===== src/sv/hgsr_ram.sv =====
// ----------------------------------------------------------------------------
// hgsr_ram
// Generic single write port, single read port RAM with registered read.
// ----------------------------------------------------------------------------
module hgsr_ram #(
   parameter int WIDTH = 8,
   parameter int DEPTH = 16
) (
   input  logic                     clock,
   input  logic                     wr_en,
   input  logic [$clog2(DEPTH)-1:0] wr_addr,
   input  logic [WIDTH-1:0]         wr_data,
   input  logic [$clog2(DEPTH)-1:0] rd_addr,
   output logic [WIDTH-1:0]         rd_data
);

   logic [WIDTH-1:0] mem_ff [DEPTH];
   logic [WIDTH-1:0] rd_data_ff;

   always_ff @(posedge clock) begin
      if (wr_en) begin
         mem_ff[wr_addr] <= wr_data;
      end
      rd_data_ff <= mem_ff[rd_addr];
   end

   assign rd_data = rd_data_ff;

endmodule


===== config.mk =====
export PLATFORM = sky130hd
export DESIGN_NAME = hgsr_ram
export DESIGN_NICKNAME = d
export VERILOG_FILES = /design/src/sv/hgsr_ram.sv
export SDC_FILE = /design/constraint.sdc
export NUM_CORES = 1
export LEC_CHECK = 0
export BUFFER_PORTS_ARGS = -buffer_cell sky130_fd_sc_hd__buf_2
export CORE_MARGIN = 4
export CORE_UTILIZATION = 50
export CTS_BUF_LIST = sky130_fd_sc_hd__clkbuf_2
export DETAILED_ROUTE_END_ITERATION = 8
export GPL_ROUTABILITY_DRIVEN = 0
export GPL_TIMING_DRIVEN = 1
export PLACE_DENSITY = 0.7
export REMOVE_ABC_BUFFERS = 1
export SLEW_MARGIN = 40
export SYNTH_ARGS = -nofsm -noshare
export SYNTH_HDL_FRONTEND = slang
export SYNTH_SLANG_ARGS = --single-unit

===== constraint.sdc =====
create_clock -name clock -period 1.73 [get_ports clock]
set_input_delay 0.173 -clock clock [delete_from_list [all_inputs] [get_ports clock]]
set_output_delay 0.173 -clock clock [all_outputs]
set_load 0.01 [all_outputs]

Word level (Yosys, flattened, before mapping)

Memory sizes are Yosys's and may differ from the RTL's. A register that Yosys moved wholly into a read port is not among the register bits.
Index checks and enable logic that the tools add are counted.

Register bits: 0
RAM bits: 128
Output and inout port bits: 8
Word-level logic and storage cells: 3
Memories kept: 1

Multiplexer cells: 2

Memory list:

| name   | words | bits a word | rd ports | clocked after Yosys merged registers in | wr ports | line | source |
|---|---|---|---|---|---|---|---|
| mem_ff | 16    | 8           | 1        | 1                                       | 1        | 17   | `logic [WIDTH-1:0] mem_ff [DEPTH];` |

Operator list:

| cell             | count |
|---|---|
| 1-bit 2-to-1 mux | 2 |

Longest topological paths before layout

Depth in word-level cells: 2
Gate-level depth with buffers: 5
Gate-level depth less buffers: 3

Least setup slack after synthesis

Ideal clock, no wire load.

Path kind: input to register
From: input port wr_addr[2]
To: memory mem_ff[0][0] (enable)
Setup time: 0.383 ns
Data arrival time: 1.283 ns
Data required time: 1.347 ns
Path slack: 0.064 ns
Cell stages on the path: 2
Path through: or3b_2 nor3_1

RTL lines:

| element     | line | source |
|---|---|---|
| from (decl) | 11   | `input logic [$clog2(DEPTH)-1:0] wr_addr,` |
| to (decl)   | 17   |  |

No word-level cell before the write port.

==> flow_summary_export.csv <==
group,metric,value,unit
status,status,"finished clean",
job,cap_viol_max_count,0,
logic_synthesis,synth-seq-cells,136,
power_and_ir_drop,p_leak,1.99,nW
logic_synthesis,synth_simple_gate_area_share,3.18,%
logic_synthesis,synth_edf_count,128,
timing,min_period,1370,ps
clocking,htreeDepth,4,
final_layout,final_cells,439,
drt,routed_via_density,5.56,
global_route,antenna_found_initial,0,
floorplan,initial_core_util,51.9,%
logic_synthesis,synth.avg_cell_area,22.5,um2
logic_synthesis,yosysSeqAreaShare,77.8,%
drt,first_pass_iters,4,
final_layout,layout.nets,311,
logic_synthesis,yosys.area.top_type,"edfxtp_1",
placed_design,post-place-cells,399,
timing,slew_headroom,73.2,%
final_layout,area_delta_synth_final,14.4,%
power_and_ir_drop,ir_drop,0.483,mV
placed_design,place_area,5560,um2
drt,drt-total-wl,9260,um
min_path,whs_path_depth,3,
global_route,grt_max_degree,33,
clocking,clk_pin_slew,220,ps
min_path,hold_end,"mem_ff[8][4]",
floorplan,core,9910,um2
power_and_ir_drop,powerDensity,1010,nW/um2
setup_path,worst_ep_required_time,2290,ps
final_layout,n_antenna_cell,0,
placed_design,hpwlAfterDp,6090,um
final_layout,drive_above_1_share,32.0,%
floorplan,die-width,109,um
logic_synthesis,yosys.area.top_type_share,74.7,%
logic_synthesis,synth-xor-area-share,0,%
placed_design,io_buffers,25,
timing,period_share,79.2,%
timing,hold_viol_final,0,
timing,rsz0062_at_grt,"false",
logic_synthesis,netlist_area,5150,um2
setup_path,r2r_start,"mem_ff[5][0]",
logic_synthesis,synth-main-ff-cell,"edfxtp_1",
clocking,cts_buffers,17,
final_layout,multi_input_area,1060,um2
logic_synthesis,synth.area.top_cells,"edfxtp_1 75%, mux4_2 7.9%, mux4_1 7.1%",
global_route,grt_pass1_vias,2488,
global_route,grt_usage,17.1,%
global_route,grt-ovfl-total,0,
drt,drc_errors,0,
logic_synthesis,synth_compound_area_share,2.33,%
timing,max_freq,0.730,GHz
timing,finalWorstSetupSlack,360,ps
drt,routedWlPerCell,21.1,um
setup_path,cp.arrival,1930,ps
setup_path,worst_setup_path_start_kind,"register",
logic_synthesis,ys_warn_count,0,
logic_synthesis,netlist_instances,229,
timing,slew_viol_final,0,
final_layout,num-fill-cells,742,
logic_synthesis,synthAdderAreaFrac,0,%
timing,setup_viol,0,
floorplan,ios,26,
global_route,grt_pass1_wl,14200,um
setup_path,r2r_end,"rd_data[0]",
logic_synthesis,ys_types,19,
clocking,clockBufferDepth,2,
placed_design,place_ws,133,ps
logic_synthesis,synth_top_family_by_area,"multiplexers",
floorplan,die_h,109,um
logic_synthesis,synthArstFlopShare,0,%
setup_path,crit_type,"register to register",
drt,ant_nets,0,
logic_synthesis,synth_mux_area_share,15.0,%
min_path,hold_start,"wr_addr[0]",
timing,tns,0,ps
setup_path,cp-end-kind,"register",
setup_path,worst_r2r_path_depth,3,
setup_path,critPathMaxFanout,1,
setup_path,rrSetupSlack,360,ps
timing,tightest_slew,403,ps
clocking,cts_root_buf,"clkbuf_2",
clocking,clock-sinks,136,
drt,drtIter0Drc,206,
clocking,clk-insertion-delay-late,650,ps
timing,final.setup_skew,34.1,ps
final_layout,stdcell_area,5890,um2
clocking,cts_tree,"done",
floorplan,fp-row-count,36,
floorplan,die_area,12000,um2
final_layout,regArea,4000,um2
drt,vias,2441,
min_path,hp-class,"primary input to register",
==> through the flow <==
| step | util (%) | hold WS, ps | total power (W) |
|---|---|---|---|
| 2_1_floorplan | - | 272 | 0.00393 |
| 4_1_cts | 59.4 | 26.5 | 0.00598 |
| 5_1_grt | 59.4 | 6.58 | 0.00616 |
| 3_3_place_gp | 56.1 | 564 | 0.00412 |
| 3_5_place_dp | 56.1 | 567 | 0.00413 |
| 6_report | 59.4 | 82.7 | 0.00593 |
==> worst max-delay path: stages (launching register included) <==
cell      delay [ps]
edfxtp_1         400
mux4_1           550
a22oi_1          260
nand2_1           90
==> logic make-up after synthesis <==
group	after synthesis
simple gates	35
flops	136
mux	32
compound gates	16
buf+inv	10
==> final cells by class <==
type	instances	area share [%]
clock buffers	17	1.44
multi-input cells	83	17.9
clock inverters	15	2.89
flip-flops and latches	136	68.0
well taps	133	2.82
repair buffers	55	6.92
==> layout by cell type, fill, tap and decap left out, drive strengths merged <==
cell type	n
edfxtp	128
clkinv	4
nor2b	1
mux4	32
a22oi	16
and2b	1
buf	47
nand2b	2
clkbuf	17
nand2	9
clkinvlp	5
nor3	4
dfxtp	8
nand3b	2
bufinv	2
and2	1
nor2	13
inv	4
dlygate4sd3	8
or3b	1
nand3	1
==> worst max path at each step <==
| stage | end | depth (start not counted) | from | slack [ps] |
|---|---|---|---|---|
| 2_1_floorplan | mem_ff[0][0] | 2 | wr_addr[2] | 60 |
| 3_3_place_gp | rd_data[1] | 5 | rd_addr[0] | 130 |
| 3_5_place_dp | rd_data[1] | 5 | rd_addr[0] | 130 |
| 4_1_cts | rd_data[7] | 1 | rd_data[7] | 320 |
| 5_1_grt | rd_data[7] | 1 | rd_data[7] | 270 |
| 6_report | rd_data[0] | 3 | mem_ff[5][0] | 360 |
==> timing repair <==
item | 4_1_cts | 5_1_grt
resized for setup | 0 | 0
setup buffers | 0 | 0
hold endpoints to repair | 128 | 0
hold buffers | 8 | 0
==> metal layers <==
| layer | share of wire [%] | GRT usage [%] | up-vias |
|---|---|---|---|
| li1 | - | - | 1108 |
| met1 | 38 | 22.5 | 1208 |
| met2 | 51 | 27.4 | 113 |
| met3 | 9.5 | 4.64 | 12 |
| met4 | 1.3 | 6.68 | 0 |
| met5 | 0 | 0 | - |
==> power breakdown <==
group          internal [W]  switching, W  leakage, nW  total [W]
Combinational      0.000167      0.000199        0.634   0.000366
Clock              0.000689       0.00117        0.136    0.00186
Sequential          0.00368     0.0000217         1.22    0.00370
Total               0.00453       0.00139         1.99    0.00593
==> cells in the mapped netlist, types with 2 or more instances <==
cell type	n
mux4_2	18
nand3b_1	2
nand2b_1	2
buf_2	3
nor2_1	13
dfxtp_1	8
buf_6	3
nor3_1	4
mux4_1	14
a22oi_1	16
clkdlybuf4s25_2	3
nand2_1	9
edfxtp_1	128
==> flip-flops by register name, summed over array words and instances, names as in the netlist <==
signal,cells
mem_ff,128
rd_data,8
(Power assumes the default switching activity.)
