===== config.mk =====
export PLATFORM = sky130hd
export DESIGN_NAME = hgsr_csr
export DESIGN_NICKNAME = d
export VERILOG_FILES = /design/src/sv/hgsr_pkg.sv /design/src/sv/hgsr_csr.sv
export SDC_FILE = /design/constraint.sdc
export NUM_CORES = 1
export LEC_CHECK = 0
export BUFFER_PORTS_ARGS = -buffer_cell sky130_fd_sc_hd__buf_2
export CELL_PAD_IN_SITES_DETAIL_PLACEMENT = 0
export CELL_PAD_IN_SITES_GLOBAL_PLACEMENT = 2
export CORE_MARGIN = 2
export CORE_UTILIZATION = 28
export CTS_CLUSTER_DIAMETER = 40
export DETAILED_ROUTE_END_ITERATION = 10
export PLACE_DENSITY = 0.81
export SLEW_MARGIN = 20
export SYNTH_ARGS = -nofsm -noshare
export SYNTH_HDL_FRONTEND = slang
export SYNTH_SLANG_ARGS = --single-unit
export TNS_END_PERCENT = 10

===== constraint.sdc =====
create_clock -name clock -period 1.77 [get_ports clock]
set_input_delay 0.177 -clock clock [delete_from_list [all_inputs] [get_ports clock]]
set_output_delay 0.177 -clock clock [all_outputs]
set_load 0.005 [all_outputs]

===== src/sv/hgsr_pkg.sv =====
// ----------------------------------------------------------------------------
// hgsr_pkg
// Shared widths, limits, codes and the configuration record of the HMM Gibbs
// state resampler.
// ----------------------------------------------------------------------------
package hgsr_pkg;

   // table geometry
   localparam int MAX_STATES  = 16;
   localparam int STATE_BITS  = 4;
   localparam int K_BITS      = STATE_BITS + 1;
   localparam int MAX_VOCAB   = 4096;
   localparam int VOCAB_BITS  = 12;
   localparam int V_BITS      = VOCAB_BITS + 1;
   localparam int COUNT_BITS  = 20;
   localparam int T_DEPTH     = MAX_STATES * MAX_STATES;
   localparam int E_DEPTH     = MAX_STATES * MAX_VOCAB;

   // fixed point
   localparam int PRIOR_BITS  = 16;
   localparam int FRAC_BITS   = 8;
   localparam int Q_BITS      = 32;
   localparam int DIV_BITS    = 30;
   localparam int WEIGHT_BITS = 58;
   localparam int SUM_BITS    = WEIGHT_BITS + STATE_BITS;

   // configuration port
   localparam int CSR_ADDR_BITS = 4;
   localparam int CSR_DATA_BITS = 32;

   // commands and result status
   localparam logic       CMD_COUNT    = 1'b0;
   localparam logic       CMD_RESAMPLE = 1'b1;
   localparam logic [1:0] STATUS_OK    = 2'd0;
   localparam logic [1:0] STATUS_CLAMP = 2'd1;
   localparam logic [1:0] STATUS_RANGE = 2'd2;

   // register indexes
   typedef enum logic [1:0] {
      REG_NUM_STATES = 2'd0,
      REG_VOCAB_SIZE = 2'd1,
      REG_ALPHA      = 2'd2,
      REG_BETA       = 2'd3
   } reg_index_type;

   typedef struct packed {
      logic [K_BITS-1:0]     num_states;
      logic [V_BITS-1:0]     vocab_size;
      logic [PRIOR_BITS-1:0] alpha;
      logic [PRIOR_BITS-1:0] beta;
   } cfg_type;

endpackage


===== src/sv/hgsr_csr.sv =====
// ----------------------------------------------------------------------------
// hgsr_csr
// APB register file: num_states, vocab_size, alpha, beta.
// ----------------------------------------------------------------------------
module hgsr_csr import hgsr_pkg::*; (
   input  logic                     clock,
   input  logic                     reset,
   input  logic                     csr_psel,
   input  logic                     csr_penable,
   input  logic                     csr_pwrite,
   input  logic [CSR_ADDR_BITS-1:0] csr_paddr,
   input  logic [CSR_DATA_BITS-1:0] csr_pwdata,
   output logic [CSR_DATA_BITS-1:0] csr_prdata,
   output logic                     csr_pready,
   output cfg_type                  cfg
);

   cfg_type       cfg_ff;
   reg_index_type sel;
   logic          wr_en;

   assign sel        = reg_index_type'(csr_paddr[3:2]);
   assign wr_en      = csr_psel && csr_penable && csr_pwrite;
   assign csr_pready = 1'b1;

   // register writes
   always_ff @(posedge clock) begin
      if (reset) begin
         cfg_ff.num_states <= K_BITS'(16);
         cfg_ff.vocab_size <= V_BITS'(4096);
         cfg_ff.alpha      <= PRIOR_BITS'(256);
         cfg_ff.beta       <= PRIOR_BITS'(256);
      end else if (wr_en) begin
         unique case (sel)
            REG_NUM_STATES: cfg_ff.num_states <= csr_pwdata[K_BITS-1:0];
            REG_VOCAB_SIZE: cfg_ff.vocab_size <= csr_pwdata[V_BITS-1:0];
            REG_ALPHA:      cfg_ff.alpha      <= csr_pwdata[PRIOR_BITS-1:0];
            REG_BETA:       cfg_ff.beta       <= csr_pwdata[PRIOR_BITS-1:0];
         endcase
      end
   end

   // read back
   always_comb begin
      unique case (sel)
         REG_NUM_STATES: csr_prdata = CSR_DATA_BITS'(cfg_ff.num_states);
         REG_VOCAB_SIZE: csr_prdata = CSR_DATA_BITS'(cfg_ff.vocab_size);
         REG_ALPHA:      csr_prdata = CSR_DATA_BITS'(cfg_ff.alpha);
         REG_BETA:       csr_prdata = CSR_DATA_BITS'(cfg_ff.beta);
      endcase
   end

   assign cfg = cfg_ff;

endmodule


* Word-level counts from Yosys, hierarchy flattened
Cells that the tools add are included. Widths: inputs -> output; s select.
Cells by class: reductions and logical operators 7, shift-type cells 0, multiply operators 0, divide/modulo/power cells 0, eq/ne operators 3, bitwise logic cells 0, muxes and demuxes 1, order comparisons 0, $add $sub $neg 0
Operators by type and width (number):
- $pmux 32 s4 | 1
- $reduce_and 2->1 | 4
- $eq 2x2->1 const B | 2
- $eq 2x1->1 const B | 1
- $logic_and 1x1->1 | 2
- $logic_not 2->1 | 1
Word-level totals: flip-flop bits (word level) 50, output and inout bits 83, latch bits 0, ROM bits 0, memory bits (writable) 0, memories kept 0, logic and storage cells 15

* Logic depth before layout (Yosys ltp)
depth in word-level cells 3, depth in mapped cells 5, depth with buffers taken out 3

* Worst setup path after synthesis
OpenSTA, ideal clock, no wires.
path type input-to-output, start point input csr_paddr[2], end point output csr_prdata[11], stages 4, arrival 1.046 ns, required time 1.593 ns, path slack 0.547 ns, path through buf_2 buf_4 mux2_2 a22o_1
On the way: longest elaborated chain between the ends 2
RTL lines:
- start, declared | RTL line hgsr_csr.sv:11 | input logic [CSR_ADDR_BITS-1:0] csr_paddr,
- $eq 2x2->1 (tied with other cells) | RTL line hgsr_csr.sv:45 | unique case (sel)
- $pmux 32 s4 * | RTL line hgsr_csr.sv:45
- end, declared | RTL line hgsr_csr.sv:13 | output logic [CSR_DATA_BITS-1:0] csr_prdata,
Every way passes the cells marked *; elsewhere a longest branch is shown, timed or not. The select of a mux whose other input is x is not followed.

* Worst setup path in the final report
start point register cfg_ff, in the netlist cfg[3], end point output csr_prdata[3]
On the way: longest elaborated chain between the ends 1
RTL lines:
- start, declared | RTL line hgsr_csr.sv:18 | cfg_type cfg_ff;
- $pmux 32 s4 | RTL line hgsr_csr.sv:45
Every way passes these cells. The select of a mux whose other input is x is not followed.

==> flow_summary.ini <==
[drt]
via_per_inst = 4.494
wl_per_cell_um = 14.14
drtIter0Drc = 101
drcViolationCount = 0
dr.pass1.iters = 4
via_count = 2027
routed_wirelength_um = 6375
final_antenna_net_count = 0

[clock_network]
clkTransAtPathRegs_ns = 0.10
cts_setup_buffers = 0
clock_latency_ns = 0.30
tritoncts = done
cts-root-buf = clkbuf_8
cts_repair_resize_count = 0
numCtsBuffers = 5
clock-sinks = 50
htree_levels = 2
ctsHoldBuffers = 0
clockBufferDepth = 2

[worst_setup_path]
critPathLaunchType = flop
cp-end-kind = output pin
arrival_ns = 1.27
crit_required_ns = 1.59
crit_path_max_fanout = 3
crit_type = reg -> out

[sta]
hold_viol = 0
slew_headroom = 0.5646
period_share = 0.8165
final_max_slew_viol_count = 0
setup_viol = 0
clock.fmax_mhz = 691.9
rsz0062_at_grt = false
skew_ns = 0
min_period_ns = 1.445
fin_hold_ws_ns = 0.1432
fin_tns_setup_ns = 0
tightest_slew_ns = 0.6532

[flow_run]
drv_cap = 0

[cells_and_area]
layout-drive-gt1-share = 0.3557
area_growth_pct = 22.74
insertedDiodeCount = 0
fillerInstances = 933
largest_reg_flops = 50
stdcell_count = 451
nets = 383
postLayoutCoreUtil = 0.3575

[pwr]
switchingPower_w = 0.0005285
p_per_area_nw_per_um2 = 653.8
p_clk_frac = 0.332
seqPwrFrac = 0.561
internal_power_w = 0.001520
peakVddDrop_uv = 365.7
power.leakage_nw = 1.577
power_frac_comb = 0.107
p_sw_frac = 0.2580

[floorplan]
die_w_um = 99.48
boundaryPins = 124
fp.dieH_um = 99.48
floorplan.initialDensity = 0.2913
num_rows = 34
dieArea_um2 = 9895
core_um2 = 8763

[yosys]
synthArstFlopShare = 0
synth_area_leader_cell = dfxtp_1
synth_edf_count = 0
ys_top_cells_by_count = 50 x dfxtp_1, 46 x nand2b_1, 37 x mux2i_1
yosysUniqueCellTypes = 24
synth_top_area_frac = 0.3922
ys_ff_latch = 50
yosysSeqAreaShare = 0.3922
synthTopCellsByArea = dfxtp_1 39%, mux2i_1 15%, nand2b_1 11%
synthMostInstantiatedCell = dfxtp_1
ys_warn_count = 0
postSynthCellCount = 259
synth_area_um2 = 2552
synth_flop_cell = dfxtp_1
syn_area_per_cell_um2 = 9.855

[place]
routabilityCongestion = 0.7429
dp_hpwl_um = 4527
placed_cells = 443
portBuffers = 88

[global_routing]
grt_max_degree = 70
track_usage = 0.1301
antenna_found_initial = 0
grt-ovfl-total = 0
grt_pass1_wl_um = 10150
grt_pass1_vias = 1963

[run_status]
status = finished clean

[hold_path]
worstHoldPathType = in -> reg
## path summary, 6_finish.rpt
kind                       start       endpoint  slack, ns  cells after the start
setup / recovery          cfg[3]  csr_prdata[3]       0.32                      2
hold / removal    csr_pwdata[12]        cfg[44]       0.14                      3
setup reg to reg         cfg[22]        cfg[22]       1.01                      3
hold reg to reg          cfg[35]        cfg[35]       0.49                      2
## logic make-up after synthesis
| group | share of synthesized area |
|---|---|
| and+or+nand+nor | 0.1976 |
| DFF | 0.3922 |
| buffers and inverters | 0.09460 |
| other | 0.002942 |
| muxes | 0.2245 |
| AOI/OAI and AO/OA | 0.08824 |
## worst max-delay path, cell delays in order (launching register included)
cell	delay, ns
dfxtp_1	0.34
mux4_2	0.48
buf_2	0.14
## area by class of cell
| class | instances | area [µm²] | share of cell area |
|---|---|---|---|
| clock inverters | 3 | 21.27 | 0.006789 |
| well taps | 108 | 135.1 | 0.04313 |
| clock buffers | 5 | 68.82 | 0.02196 |
| multi-input cells | 187 | 1366 | 0.4361 |
| flip-flops and latches | 50 | 1001 | 0.3195 |
| repair buffers | 98 | 540.5 | 0.1725 |
## through the flow
stage / total power (W) / cell area, µm² / setup WS [ns]
5_1_grt: 0.002143 / 3133 / 0.2891
3_3_place_gp: 0.001397 / 3043 / 0.2260
2_1_floorplan: 0.001335 / 2609 / 0.5472
3_5_place_dp: 0.001400 / 3043 / 0.1831
4_1_cts: 0.002077 / 3133 / 0.3050
6_report: 0.002048 / 3133 / 0.3247
## power by group through the flow
stage | logic, W | registers [W] | clock network (W)
finish | 0.000219 | 0.00115 | 0.000680
global route | 0.000243 | 0.00115 | 0.000747
CTS | 0.000224 | 0.00115 | 0.000703
detailed placement | 0.000224 | 0.00118 | 0
global placement | 0.000222 | 0.00118 | 0
floorplan | 0.000160 | 0.00118 | 0
## layer usage
layer | GRT usage | vias to the layer above | wire (µm)
met3 | 0.02670 | 2 | 278
met2 | 0.2230 | 56 | 3150
met5 | 0 | - | 0
met1 | 0.1644 | 953 | 2895
li1 | - | 1016 | -
met4 | 0.04004 | 0 | 51
## cells in the final DEF, fill, tap and decap left out, types with 2 or more instances in the layout
cell type | synthesis | layout
buf_12 | 0 | 2
buf_2 | 3 | 88
mux2_2 | 8 | 8
nor2b_1 | 19 | 19
buf_4 | 22 | 8
nand2b_1 | 46 | 46
o21ai_0 | 20 | 20
dfxtp_1 | 50 | 50
conb_1 | 2 | 17
nor2_1 | 8 | 8
o21ai_1 | 11 | 11
clkbuf_8 | 0 | 5
mux4_2 | 5 | 5
a22o_1 | 8 | 8
mux2i_1 | 37 | 37
Note: power is estimated with default switching activity, not from simulation.
