<file path="src/sv/hgsr_pkg.sv">
// ----------------------------------------------------------------------------
// hgsr_pkg
// Shared widths, limits, codes and the configuration record of the HMM Gibbs
// state resampler.
// ----------------------------------------------------------------------------
package hgsr_pkg;

   // table geometry
   localparam int MAX_STATES  = 16;
   localparam int STATE_BITS  = 4;
   localparam int K_BITS      = STATE_BITS + 1;
   localparam int MAX_VOCAB   = 4096;
   localparam int VOCAB_BITS  = 12;
   localparam int V_BITS      = VOCAB_BITS + 1;
   localparam int COUNT_BITS  = 20;
   localparam int T_DEPTH     = MAX_STATES * MAX_STATES;
   localparam int E_DEPTH     = MAX_STATES * MAX_VOCAB;

   // fixed point
   localparam int PRIOR_BITS  = 16;
   localparam int FRAC_BITS   = 8;
   localparam int Q_BITS      = 32;
   localparam int DIV_BITS    = 30;
   localparam int WEIGHT_BITS = 58;
   localparam int SUM_BITS    = WEIGHT_BITS + STATE_BITS;

   // configuration port
   localparam int CSR_ADDR_BITS = 4;
   localparam int CSR_DATA_BITS = 32;

   // commands and result status
   localparam logic       CMD_COUNT    = 1'b0;
   localparam logic       CMD_RESAMPLE = 1'b1;
   localparam logic [1:0] STATUS_OK    = 2'd0;
   localparam logic [1:0] STATUS_CLAMP = 2'd1;
   localparam logic [1:0] STATUS_RANGE = 2'd2;

   // register indexes
   typedef enum logic [1:0] {
      REG_NUM_STATES = 2'd0,
      REG_VOCAB_SIZE = 2'd1,
      REG_ALPHA      = 2'd2,
      REG_BETA       = 2'd3
   } reg_index_type;

   typedef struct packed {
      logic [K_BITS-1:0]     num_states;
      logic [V_BITS-1:0]     vocab_size;
      logic [PRIOR_BITS-1:0] alpha;
      logic [PRIOR_BITS-1:0] beta;
   } cfg_type;

endpackage

</file>
<file path="src/sv/hgsr_div.sv">
// ----------------------------------------------------------------------------
// hgsr_div
// Q32 quotient num/den, truncated and clamped below one; restoring divider,
// one quotient bit per cycle.
// ----------------------------------------------------------------------------
module hgsr_div import hgsr_pkg::*; (
   input  logic                clock,
   input  logic                reset,
   input  logic                start,
   input  logic [DIV_BITS-1:0] num,
   input  logic [DIV_BITS-1:0] den,
   output logic [Q_BITS-1:0]   quo,
   output logic                clamp,
   output logic                done
);

   localparam int CNT_BITS = $clog2(Q_BITS);

   logic [DIV_BITS-1:0] rem_ff, rem_in;
   logic [DIV_BITS-1:0] den_ff;
   logic [Q_BITS-1:0]   quo_ff, quo_in;
   logic [CNT_BITS-1:0] cnt_ff;
   logic                busy_ff, done_ff, clamp_ff;
   logic [DIV_BITS:0]   rem_shift;

   // one restoring step
   always_comb begin
      rem_shift = {rem_ff, 1'b0};
      if (rem_shift >= {1'b0, den_ff}) begin
         rem_in = DIV_BITS'(rem_shift - {1'b0, den_ff});
         quo_in = {quo_ff[Q_BITS-2:0], 1'b1};
      end else begin
         rem_in = rem_shift[DIV_BITS-1:0];
         quo_in = {quo_ff[Q_BITS-2:0], 1'b0};
      end
   end

   always_ff @(posedge clock) begin
      if (reset) begin
         busy_ff <= 1'b0;
         done_ff <= 1'b0;
      end else if (start) begin
         priority if (den == '0) begin
            quo_ff   <= (num != '0) ? '1 : '0;
            clamp_ff <= (num != '0);
            busy_ff  <= 1'b0;
            done_ff  <= 1'b1;
         end else if (num >= den) begin
            quo_ff   <= '1;
            clamp_ff <= (num > den);
            busy_ff  <= 1'b0;
            done_ff  <= 1'b1;
         end else begin
            rem_ff   <= num;
            den_ff   <= den;
            quo_ff   <= '0;
            clamp_ff <= 1'b0;
            cnt_ff   <= '0;
            busy_ff  <= 1'b1;
            done_ff  <= 1'b0;
         end
      end else if (busy_ff) begin
         rem_ff <= rem_in;
         quo_ff <= quo_in;
         cnt_ff <= cnt_ff + 1'b1;
         if (cnt_ff == CNT_BITS'(Q_BITS - 1)) begin
            busy_ff <= 1'b0;
            done_ff <= 1'b1;
         end
      end
   end

   assign quo   = quo_ff;
   assign clamp = clamp_ff;
   assign done  = done_ff;

endmodule

</file>
<file path="config.mk">
export PLATFORM = sky130hd
export DESIGN_NAME = hgsr_div
export DESIGN_NICKNAME = d
export VERILOG_FILES = /design/src/sv/hgsr_pkg.sv /design/src/sv/hgsr_div.sv
export SDC_FILE = /design/constraint.sdc
export NUM_CORES = 1
export LEC_CHECK = 0
export BUFFER_PORTS_ARGS = -buffer_cell sky130_fd_sc_hd__buf_2
export CAP_MARGIN = 20
export CORE_ASPECT_RATIO = 0.6
export CORE_MARGIN = 10
export CORE_UTILIZATION = 40
export CTS_BUF_LIST = sky130_fd_sc_hd__clkbuf_8
export DETAILED_ROUTE_END_ITERATION = 8
export PLACE_DENSITY_LB_ADDON = 0.12
export RECOVER_POWER = 100
export SETUP_SLACK_MARGIN = 0.4
export SLEW_MARGIN = 20
export SYNTH_ARGS = -nofsm -noshare
export SYNTH_HDL_FRONTEND = slang
export SYNTH_SLANG_ARGS = --single-unit
</file>
<file path="constraint.sdc">
create_clock -name clock -period 15 [get_ports clock]
set_clock_uncertainty 0.1 [all_clocks]
set_input_delay 4.5 -clock clock [delete_from_list [all_inputs] [get_ports clock]]
set_output_delay 4.5 -clock clock [all_outputs]
set_load 0.03 [all_outputs]
</file>
* After elaboration in Yosys (flattened, before gate mapping)
Index checks and enable logic that the tools add are counted.
Storage, ports and cells: logic and storage cells 54, input port bits 63, bits in registers 100, output and inout bits 34
Operators by class: bitwise gates (word level) 3, magnitude comparators 3, reduce and logical (&&, ||, !) cells 9, $add $sub $neg 2, eq/ne operators 3, mux-type cells 27
Operators by type and width (count):
- 32-bit 2-to-1 mux | 5
- 30-bit 2-to-1 mux | 5
- 31-bit by 30-bit greater-or-equal comparator with 1-bit output | 1
- 30-bit greater-or-equal comparator | 1
- 30-bit greater-than comparator | 1
- 30-bit logical NOT | 1
- 30-bit nonzero test | 1
- 30-bit subtractor | 1
- 5-bit 2-to-1 mux | 4
- 1-bit 2-to-1 mux | 13
- 4-bit AND reduction | 2
- 2-bit AND reduction | 3
- 5-bit by 1-bit adder with 5-bit output (second input constant) | 1
- 5-bit == test (second input constant) | 1
- 2-bit != test (second input constant) | 2
- 2-bit nonzero test | 2
- 1-bit inverter | 3

* Longest topological paths before layout
Gate-level depths: netlist (run 1).
depth after elaboration 4, depth in mapped cells 13, gate-level depth less buffers 10

* Worst setup path after synthesis (run 1)
OpenSTA, ideal clock, no wires.
path type in2reg, start input port start, end register cnt_ff[0] (enable), data arrival time 8964 ps, slack 5456 ps, stages on the path 4, required time 14419 ps, cell sequence clkbuf_1 nor2_1 nor2_1 a21boi_0
Between the ends: cells in the longest elaborated chain, start to end 2, elaborated cells on any way between the ends 4
Ends and longest elaborated chain:
- start: declaration | RTL line hgsr_div.sv:9 | input logic start,
- 2-bit != test (no line) or 2-bit nonzero test (tied branches)
- 4-bit AND reduction (no line) (*)
- end signal: assignment | RTL line hgsr_div.sv:65 | cnt_ff <= cnt_ff + 1'b1;
- end: declaration | RTL line hgsr_div.sv:22 | logic [CNT_BITS-1:0] cnt_ff;
Mark *: on every way between the ends. The rest lies on a longest branch, timed or not. A chain may end at the register's enable or synchronous reset.

* Final worst setup path (run 1)
start input port start, end register rem_ff[4] (enable)
Between the ends: cells in the longest elaborated chain, start to end 2, elaborated cells on any way between the ends 4
Ends and longest elaborated chain:
- 2-bit != test (no line) or 2-bit nonzero test (tied branches)
- 4-bit AND reduction (no line) (*)
- end signal: assignment | RTL line hgsr_div.sv:54 | rem_ff <= num;
- end signal: assignment | RTL line hgsr_div.sv:63 | rem_ff <= rem_in;
- end: declaration | RTL line hgsr_div.sv:19 | logic [DIV_BITS-1:0] rem_ff, rem_in;
Marked as above.

==> impl_metrics.json, run 1 <==
{
  "status": "finished with violations",
  "failed_checks": "capacitance limit, slew limit",
  "row_count": 37,
  "pwr-share-clk_pct": 23.1,
  "setup_ws_ps": 4480,
  "fin_crit_sh_pct": 70.1,
  "p_int_uw": 488,
  "overflow": 0,
  "worstHoldEndpoint": "done",
  "cp_slowest_stage_delay_ps": 2340,
  "max-cap-violations": 5,
  "nets": 926,
  "path_class": "in2reg",
  "critPathLaunch": "start",
  "grt_max_degree": 58,
  "hold_violations": 0,
  "end_kind": "flip-flop",
  "hold_path_class": "reg2reg",
  "num-fill-cells": 1722,
  "grtUsageTotal_pct": 17.6,
  "finalSetupTns_ps": 0,
  "finalPower_uw": 767,
  "p_sw_uw": 278,
  "holdCritStartpoint": "done",
  "clkSinkCount": 100,
  "post_cts_buffers": 0,
  "dieArea_um2": 23000,
  "root_buffer": "clkbuf_8",
  "startpoint_type": "input pin",
  "clkLatencyLatePin_ps": 390,
  "antenna_left": 0,
  "antenna_found_initial": 0,
  "synth_warnings": 0,
  "seq_area_um2": 2980,
  "finalWirelength_um": 20800,
  "synth-seq-cells": 100,
  "cts_tree": "done",
  "cpMostUsedCell": "clkbuf_1",
  "r2r_start": "busy_ff",
  "drive_above_1_share_pct": 8.07,
  "max_freq_mhz": 95.0,
  "syn_inst": 722,
  "place_ws_ps": 6930,
  "place.gp.congestion": 0.929,
  "grt-busiest-layer": "met1",
  "start_util_pct": 40.5,
  "wl_per_cell_um": 20.1,
  "path_cells": "clkbuf_1 > clkbuf_1 > nor2_1 > nor2_2 > a21boi_0 > buf_4",
  "ys.flop_type": "edfxtp_1",
  "drt-initial-drc-count": 616,
  "grt_pass1_vias": 5535,
  "synth_area_um2": 6880,
  "max-slew-margin-rel_pct": -110,
  "drc": 0,
  "grt_use_met3_pct": 3.85,
  "rrSetupSlack_ps": 11010,
  "viasPerCell": 5.47,
  "synth_edf_count": 98,
  "post_cts_resized": 0,
  "min_path_cells": 2,
  "hpwl_um": 16100,
  "maxSlewViolCount": 151,
  "crit_fanout": 48,
  "multi_input_area_um2": 3330,
  "cts_buffer_depth": 2,
  "required_ps": 14960,
  "port_buffers": 96,
  "core_area_um2": 17000,
  "swShare_pct": 36.3,
  "antennaDiodeCount": 0,
  "ys_seq_area_share_pct": 43.4,
  "regToRegEndpoint": "rem_ff[4]",
  "rsz0062_at_grt": "no",
  "path_clk_slew_ps": 100,
  "p_seq_share_pct": 45.4,
  "syn_avg_cell_area_um2": 9.53,
  "grtUsageMet2_pct": 25.0,
  "slowest_stage": "a21boi_0",
  "combPwrFrac_pct": 31.5,
  "worstRegToRegCells": 4,
  "async_flop_share_pct": 0,
  "power_density_nw_per_um2": 101,
  "report.final.setup_viol": 0,
  "synth_nets": 848,
  "holdWs_ps": 482,
  "grt_pass1_wl_um": 31800,
  "arrival_ps": 10480,
  "period_minus_slack_ps": 10520,
  "fp.dieH_um": 122,
  "worst_slew_pin_slew_ps": 3130,
  "htree_levels": 3,
  "cts_hold_buf": 0,
  "die_width_um": 189,
  "grtUsageMet1_pct": 27.0,
  "io-pin-count": 97,
  "drt_pre_antenna_iters": 5,
  "utilization_pct": 44.9,
  "power.leakage_nw": 3.20,
  "num_vias": 5686,
  "vdd_drop_max_mv": 0.0516,
  "syn_to_final_growth_pct": 10.8,
  "numCtsBuffers": 9,
  "synth_cell_types": 62
}
==> metrics by stage <==
stage / std cells / instance area [um^2]
2_1_floorplan: 722 / 6880
3_3_place_gp: 1023 / 7540
3_5_place_dp: 1023 / 7540
4_1_cts: 1039 / 7730
5_1_grt: 1039 / 7620
6_report: 1039 / 7620
==> layout make-up <==
cell class              count  area share, %
multi-input cells         482           43.8
flip-flops and latches    100           39.1
repair buffers            100           5.48
inverters                 107           5.27
well taps                 234           3.84
clock buffers               9           1.63
clock inverters             7          0.887
==> kinds of logic after synthesis <==
group                    Yosys count  synth area share [%]
AO/OA/AOI/OAI                    225                  20.9
AND/OR/NAND/NOR                  160                  11.5
buffers and inverters            140                  8.26
flip-flops                       100                  43.4
adder cells (fa/ha/maj)           63                  11.6
XOR/XNOR                          28                  3.57
multiplexers                       6                 0.891
==> metal layers <==
| layer | wire [um] | share of wire [%] |
|---|---|---|
| met1 | 10600 | 51 |
| met4 | 138 | 0.66 |
| met3 | 1430 | 6.9 |
| met5 | 0 | 0 |
| met2 | 8710 | 42 |
==> how the worst max path moves through the flow <==
| stage | to | cells past startpoint |
|---|---|---|
| 3_5_place_dp | quo[27] | 9 |
| 5_1_grt | rem_ff[4] | 6 |
| 2_1_floorplan | cnt_ff[0] | 4 |
| 3_3_place_gp | quo[27] | 9 |
| 4_1_cts | quo[27] | 9 |
| 6_report | rem_ff[4] | 6 |
==> flip-flops by register name, indices dropped and copies added (netlist names) <==
register	cells
quo	32
den_ff	30
rem_ff	30
cnt_ff	5
busy_ff	1
clamp	1
done	1
==> layout by cell type (no fill, tap or decap), types with 5 or more instances in the layout <==
| master | netlist | layout |
|---|---|---|
| nor3_1 | 8 | 8 |
| a21oi_1 | 66 | 66 |
| o211ai_1 | 9 | 9 |
| inv_1 | 106 | 106 |
| clkbuf_8 | 0 | 9 |
| mux2i_1 | 5 | 5 |
| and3_1 | 5 | 5 |
| buf_2 | 9 | 31 |
| nand2b_1 | 5 | 5 |
| o21ai_0 | 53 | 61 |
| clkbuf_1 | 18 | 68 |
| nor2_1 | 53 | 52 |
| edfxtp_1 | 98 | 98 |
| nand4_1 | 19 | 19 |
| nand3_1 | 9 | 9 |
| ha_1 | 62 | 62 |
| xor2_1 | 13 | 13 |
| xnor2_1 | 15 | 15 |
| o21a_1 | 15 | 15 |
| nor4_1 | 16 | 16 |
| nor2b_1 | 5 | 5 |
| a211oi_1 | 8 | 8 |
| a21o_1 | 28 | 28 |
| nand2_1 | 27 | 27 |
==> worst max-delay path, delay by kind of cell <==
kind                   cells  cell delay (ps)
and+or+nand+nor            2              330
AOI/OAI and AO/OA          1             2340
buffers and inverters      3             3270
==> Yosys cell counts, drive strengths merged, types with 5 or more instances <==
library cell    n  area share [%]
inv           106             5.8
edfxtp         98              43
a21oi          67             4.9
o21ai          64             4.7
ha             62              11
nor2           53             2.9
a21o           28             3.1
nand2          27             1.5
clkbuf         19             1.1
nand4          19             1.7
nor4           16             1.5
o21a           15             1.6
xnor2          15             1.9
buf            14             1.4
xor2           13             1.7
a211oi         10             1.2
nand3           9            0.65
o211ai          9            0.98
nor3            8            0.58
and3            5            0.45
mux2i           5            0.73
nand2b          5            0.45
nor2b           5            0.45
==> power by group through the flow <==
| stage | clock network, mW | registers (mW) | logic (mW) |
|---|---|---|---|
| after floorplan | 0 | 0.365 | 0.162 |
| after global placement | 0 | 0.353 | 0.239 |
| after detailed placement | 0 | 0.353 | 0.242 |
| after CTS | 0.182 | 0.347 | 0.243 |
| after global routing | 0.192 | 0.350 | 0.268 |
| final | 0.177 | 0.348 | 0.242 |
Power figures use the tool's default switching activity.
==> run 2, diff against run 1 <==
==> constraint.sdc (replaced) <==
create_clock -name clock -period 9.1 [get_ports clock]
set_clock_uncertainty 0.1 [all_clocks]
set_input_delay 2.73 -clock clock [delete_from_list [all_inputs] [get_ports clock]]
set_output_delay 2.73 -clock clock [all_outputs]
set_load 0.03 [all_outputs]
==> run 2 against run 1 <==
The flow still finishes with violations (capacitance limit, slew limit). Sequential share of layout area shrank 0.20 points. Highest routed layer unchanged. Cell count about the same. Global-route usage is 0.13 points higher.
==> impl_metrics.json, run 2 (synthesized netlist as in run 1, its figures left out) <==
{
  "cts_tree": "done",
  "utilization_pct": 45.1,
  "grt_pass1_vias": 5508,
  "antenna_found_initial": 0,
  "antenna_left": 0,
  "vdd_drop_max_mv": 0.0742,
  "arrival_ps": 6940,
  "dieArea_um2": 23000,
  "io-pin-count": 97,
  "htree_levels": 3,
  "end_kind": "flip-flop",
  "wl_met2_um": 8570,
  "post_cts_resized": 0,
  "status": "finished with violations",
  "finalSetupTns_ps": 0,
  "path_clk_slew_ps": 110,
  "maxSlewViolCount": 147,
  "swShare_pct": 34.4,
  "row_count": 37,
  "antennaDiodeCount": 0,
  "p_seq_share_pct": 44.0,
  "hold_violations": 0,
  "period_minus_slack_ps": 7040,
  "syn_to_final_growth_pct": 11.4,
  "nets": 928,
  "startpoint_type": "input pin",
  "drive_above_1_share_pct": 8.06,
  "power.leakage_nw": 3.22,
  "p_sw_uw": 448,
  "cts_hold_buf": 0,
  "post_cts_buffers": 0,
  "combPwrFrac_pct": 30.6,
  "start_util_pct": 40.5,
  "crit_fanout": 43,
  "holdWs_ps": 503,
  "wl_met1_um": 10700,
  "overflow": 0,
  "failed_checks": "capacitance limit, slew limit",
  "max_freq_mhz": 142,
  "num_vias": 5727,
  "place.gp.congestion": 0.920,
  "wl_per_cell_um": 20.0,
  "final_cell_area_um2": 7660,
  "fp.dieH_um": 122,
  "final_common_cell": "inv_1",
  "pwr-share-clk_pct": 25.3,
  "mostFrequentLayoutCells": "inv_1 (107), edfxtp_1 (98), clkbuf_1 (69)",
  "drt-initial-drc-count": 570,
  "root_buffer": "clkbuf_8",
  "report.final.setup_viol": 0,
  "route.met3.wl_um": 1390,
  "max-slew-margin-rel_pct": -32.1,
  "clkSinkCount": 100,
  "core_area_um2": 17000,
  "die_width_um": 189,
  "grt_pass1_wl_um": 32100,
  "seq_area_um2": 2980,
  "port_buffers": 96,
  "rsz0062_at_grt": "no",
  "power_density_nw_per_um2": 170,
  "path_class": "in2reg",
  "max-cap-violations": 4,
  "clkLatencyLatePin_ps": 380,
  "cts_buffer_depth": 2,
  "viasPerCell": 5.51,
  "drt_pre_antenna_iters": 5,
  "finalWirelength_um": 20800,
  "grt_max_degree": 58,
  "numCtsBuffers": 9,
  "multi_input_area_um2": 3340,
  "hpwl_um": 16200,
  "grtUsageTotal_pct": 17.8,
  "p_int_uw": 853,
  "top_layer_used": "met4",
  "largest_register_ffs": 32,
  "required_ps": 9000,
  "place_area_um2": 7550,
  "fin_crit_sh_pct": 77.4,
  "num-fill-cells": 1694,
  "drc": 0,
  "worst_slew_pin_slew_ps": 1980,
  "hold_path_class": "reg2reg"
}
run 2: worst paths after layout:
path / from / end / slack [ps] / cells past startpoint
setup reg to reg: rem_ff[12] / rem_ff[3] / 5490 / 9
setup / recovery: start / den_ff[16] / 2060 / 6
hold reg to reg: busy_ff / done / 500 / 2
hold / removal: busy_ff / done / 500 / 2
run 2: layout make-up:
class | instances | share of cell area, %
Clock inverter | 6 | 1.18
Sequential cell | 100 | 38.9
Timing Repair Buffer | 102 | 5.57
Clock buffer | 9 | 1.62
Tap cell | 234 | 3.82
Inverter | 107 | 5.24
Multi-Input combinational cell | 482 | 43.6
run 2: per-layer routing:
metal	track usage, %	vias up
li1	-	2758
met1	27.3	2760
met2	24.8	195
met3	3.88	14
met4	3.16	0
met5	0	-
run 2: through the flow:
step	total power [mW]	cells	worst slack [ps]
5_1_grt	1.37	1040	1640
2_1_floorplan	0.868	722	1330
4_1_cts	1.31	1040	3200
3_3_place_gp	0.977	1025	2870
3_5_place_dp	0.982	1025	2810
6_report	1.30	1040	2060
run 2: power groups by stage:
stage / Combinational [mW] / Clock, mW / Sequential (mW)
global placement: 0.395 / 0 / 0.582
global route: 0.441 / 0.349 / 0.577
detailed placement: 0.400 / 0 / 0.582
floorplan: 0.267 / 0 / 0.601
CTS: 0.402 / 0.336 / 0.572
finish: 0.399 / 0.329 / 0.573
run 2: critical path: stages:
cell and delay [ps]:
buf_2 70, clkbuf_1 1410, clkinv_1 200, clkbuf_1 710
nor3_4 880, clkbuf_1 880
==> run 3, diff against run 2 <==
==> constraint.sdc (replaced) <==
create_clock -name clock -period 6.66 [get_ports clock]
set_clock_uncertainty 0.1 [all_clocks]
set_input_delay 1.998 -clock clock [delete_from_list [all_inputs] [get_ports clock]]
set_output_delay 1.998 -clock clock [all_outputs]
set_load 0.03 [all_outputs]
==> run 3 against run 2 <==
The run still ends with capacitance limit, slew limit left. Critical path depth up 5. Die area unchanged. Wire length down 4.2%. Hold slack lost 24 ps. Cell area about the same. Worst setup slack lost 860 ps. Combinational power rose by 36%.
==> impl_metrics.json, run 3 (synthesized netlist as in run 1, its figures left out) <==
{
  "status": "finished with violations",
  "failed_checks": "capacitance limit, slew limit",
  "hold_path_class": "reg2reg",
  "hpwl_um": 15600,
  "fin_crit_sh_pct": 82.0,
  "power.leakage_nw": 3.21,
  "crit_fanout": 30,
  "report.final.setup_viol": 0,
  "drt_pre_antenna_iters": 5,
  "row_count": 37,
  "worst_slew_pin_slew_ps": 2670,
  "maxSlewViolCount": 99,
  "grt_pass1_wl_um": 31200,
  "largest_register_ffs": 32,
  "viasPerCell": 5.43,
  "cts_tree": "done",
  "period_minus_slack_ps": 5460,
  "arrival_ps": 5360,
  "antenna_found_initial": 1,
  "drt-initial-drc-count": 496,
  "finalWirelength_um": 19900,
  "grt_pass1_vias": 5466,
  "startpoint_type": "input pin",
  "grtUsageTotal_pct": 17.0,
  "overflow": 0,
  "placed_cells": 1025,
  "required_ps": 6560,
  "numCtsBuffers": 9,
  "rsz0062_at_grt": "no",
  "max-slew-margin-rel_pct": -77.8,
  "multi_input_area_um2": 3330,
  "core_area_um2": 17000,
  "syn_to_final_growth_pct": 11.3,
  "cts_buffer_depth": 2,
  "place.gp.congestion": 0.951,
  "num_vias": 5661,
  "final_common_cell": "inv_1",
  "grt_max_degree": 65,
  "clkLatencyLatePin_ps": 380,
  "utilization_pct": 45.1,
  "num-fill-cells": 1678,
  "seq_area_um2": 2980,
  "cts_hold_buf": 0,
  "io-pin-count": 97,
  "post_cts_resized": 0,
  "finalSetupTns_ps": 0,
  "antenna_left": 0,
  "drive_above_1_share_pct": 8.04,
  "wl_per_cell_um": 19.1,
  "max_freq_mhz": 183,
  "layout.cells.non_filler": 1043,
  "hold_violations": 0,
  "clkSinkCount": 100,
  "end_kind": "flip-flop",
  "rrSetupSlack_ps": 3160,
  "start_util_pct": 40.5,
  "root_buffer": "clkbuf_8",
  "die_width_um": 189,
  "dieArea_um2": 23000,
  "path_class": "in2reg",
  "vdd_drop_max_mv": 0.0879,
  "port_buffers": 96,
  "fp.dieH_um": 122,
  "mostFrequentLayoutCells": "inv_1 (107), edfxtp_1 (98), clkbuf_1 (70)",
  "drc": 0,
  "post_cts_buffers": 0,
  "htree_levels": 3,
  "finalPower_mw": 1.73,
  "max-cap-violations": 2,
  "nets": 929,
  "power_density_nw_per_um2": 226,
  "path_clk_slew_ps": 100
}
==> run 3: critical path, stage by stage <==
cell and delay, ps:
clkbuf_1 170, inv_1 60, ha_1 290, a21o_1 180, a21o_1 160, a21oi_1 210, o21ai_0 200, a21oi_1 220
o211ai_1 220, a21boi_0 770, clkbuf_2 860
==> run 3: layer usage <==
metal / vias to the layer above / GRT usage [%] / part of all wire [%]
met5: - / 0 / 0
met4: 0 / 2.96 / 0.84
met3: 10 / 3.88 / 8.0
met2: 196 / 24.7 / 42
met1: 2697 / 25.4 / 49
li1: 2758 / - / -
==> run 3: power by group <==
| group | leakage (nW) | internal, mW | switching (mW) |
|---|---|---|---|
| Clock | 0.0952 | 0.177 | 0.233 |
| Combinational | 2.18 | 0.198 | 0.343 |
| Sequential | 0.937 | 0.759 | 0.0234 |
| Total | 3.21 | 1.13 | 0.600 |
==> run 3: final timing paths <==
check,start,endpoint,cells after the start
setup / recovery,den[23],rem_ff[18],11
hold / removal,busy_ff,done,2
setup reg to reg,rem_ff[0],rem_ff[28],9
hold reg to reg,busy_ff,done,2
==> run 3: stage by stage <==
stage	setup WS (ps)	area (um^2)	hold WS (ps)
2_1_floorplan	876	6880	414
3_3_place_gp	1390	7550	438
3_5_place_dp	1260	7550	458
4_1_cts	1620	7750	491
5_1_grt	1060	7650	538
6_report	1200	7650	479
==> run 3: final cells by class <==
type                    count  area share [%]
flip-flops and latches    100            39.0
inverters                 107            5.25
clock inverters             7           0.997
clock buffers               9            1.62
repair buffers            103            5.79
multi-input cells         482            43.5
well taps                 234            3.82
diodes                      1          0.0327
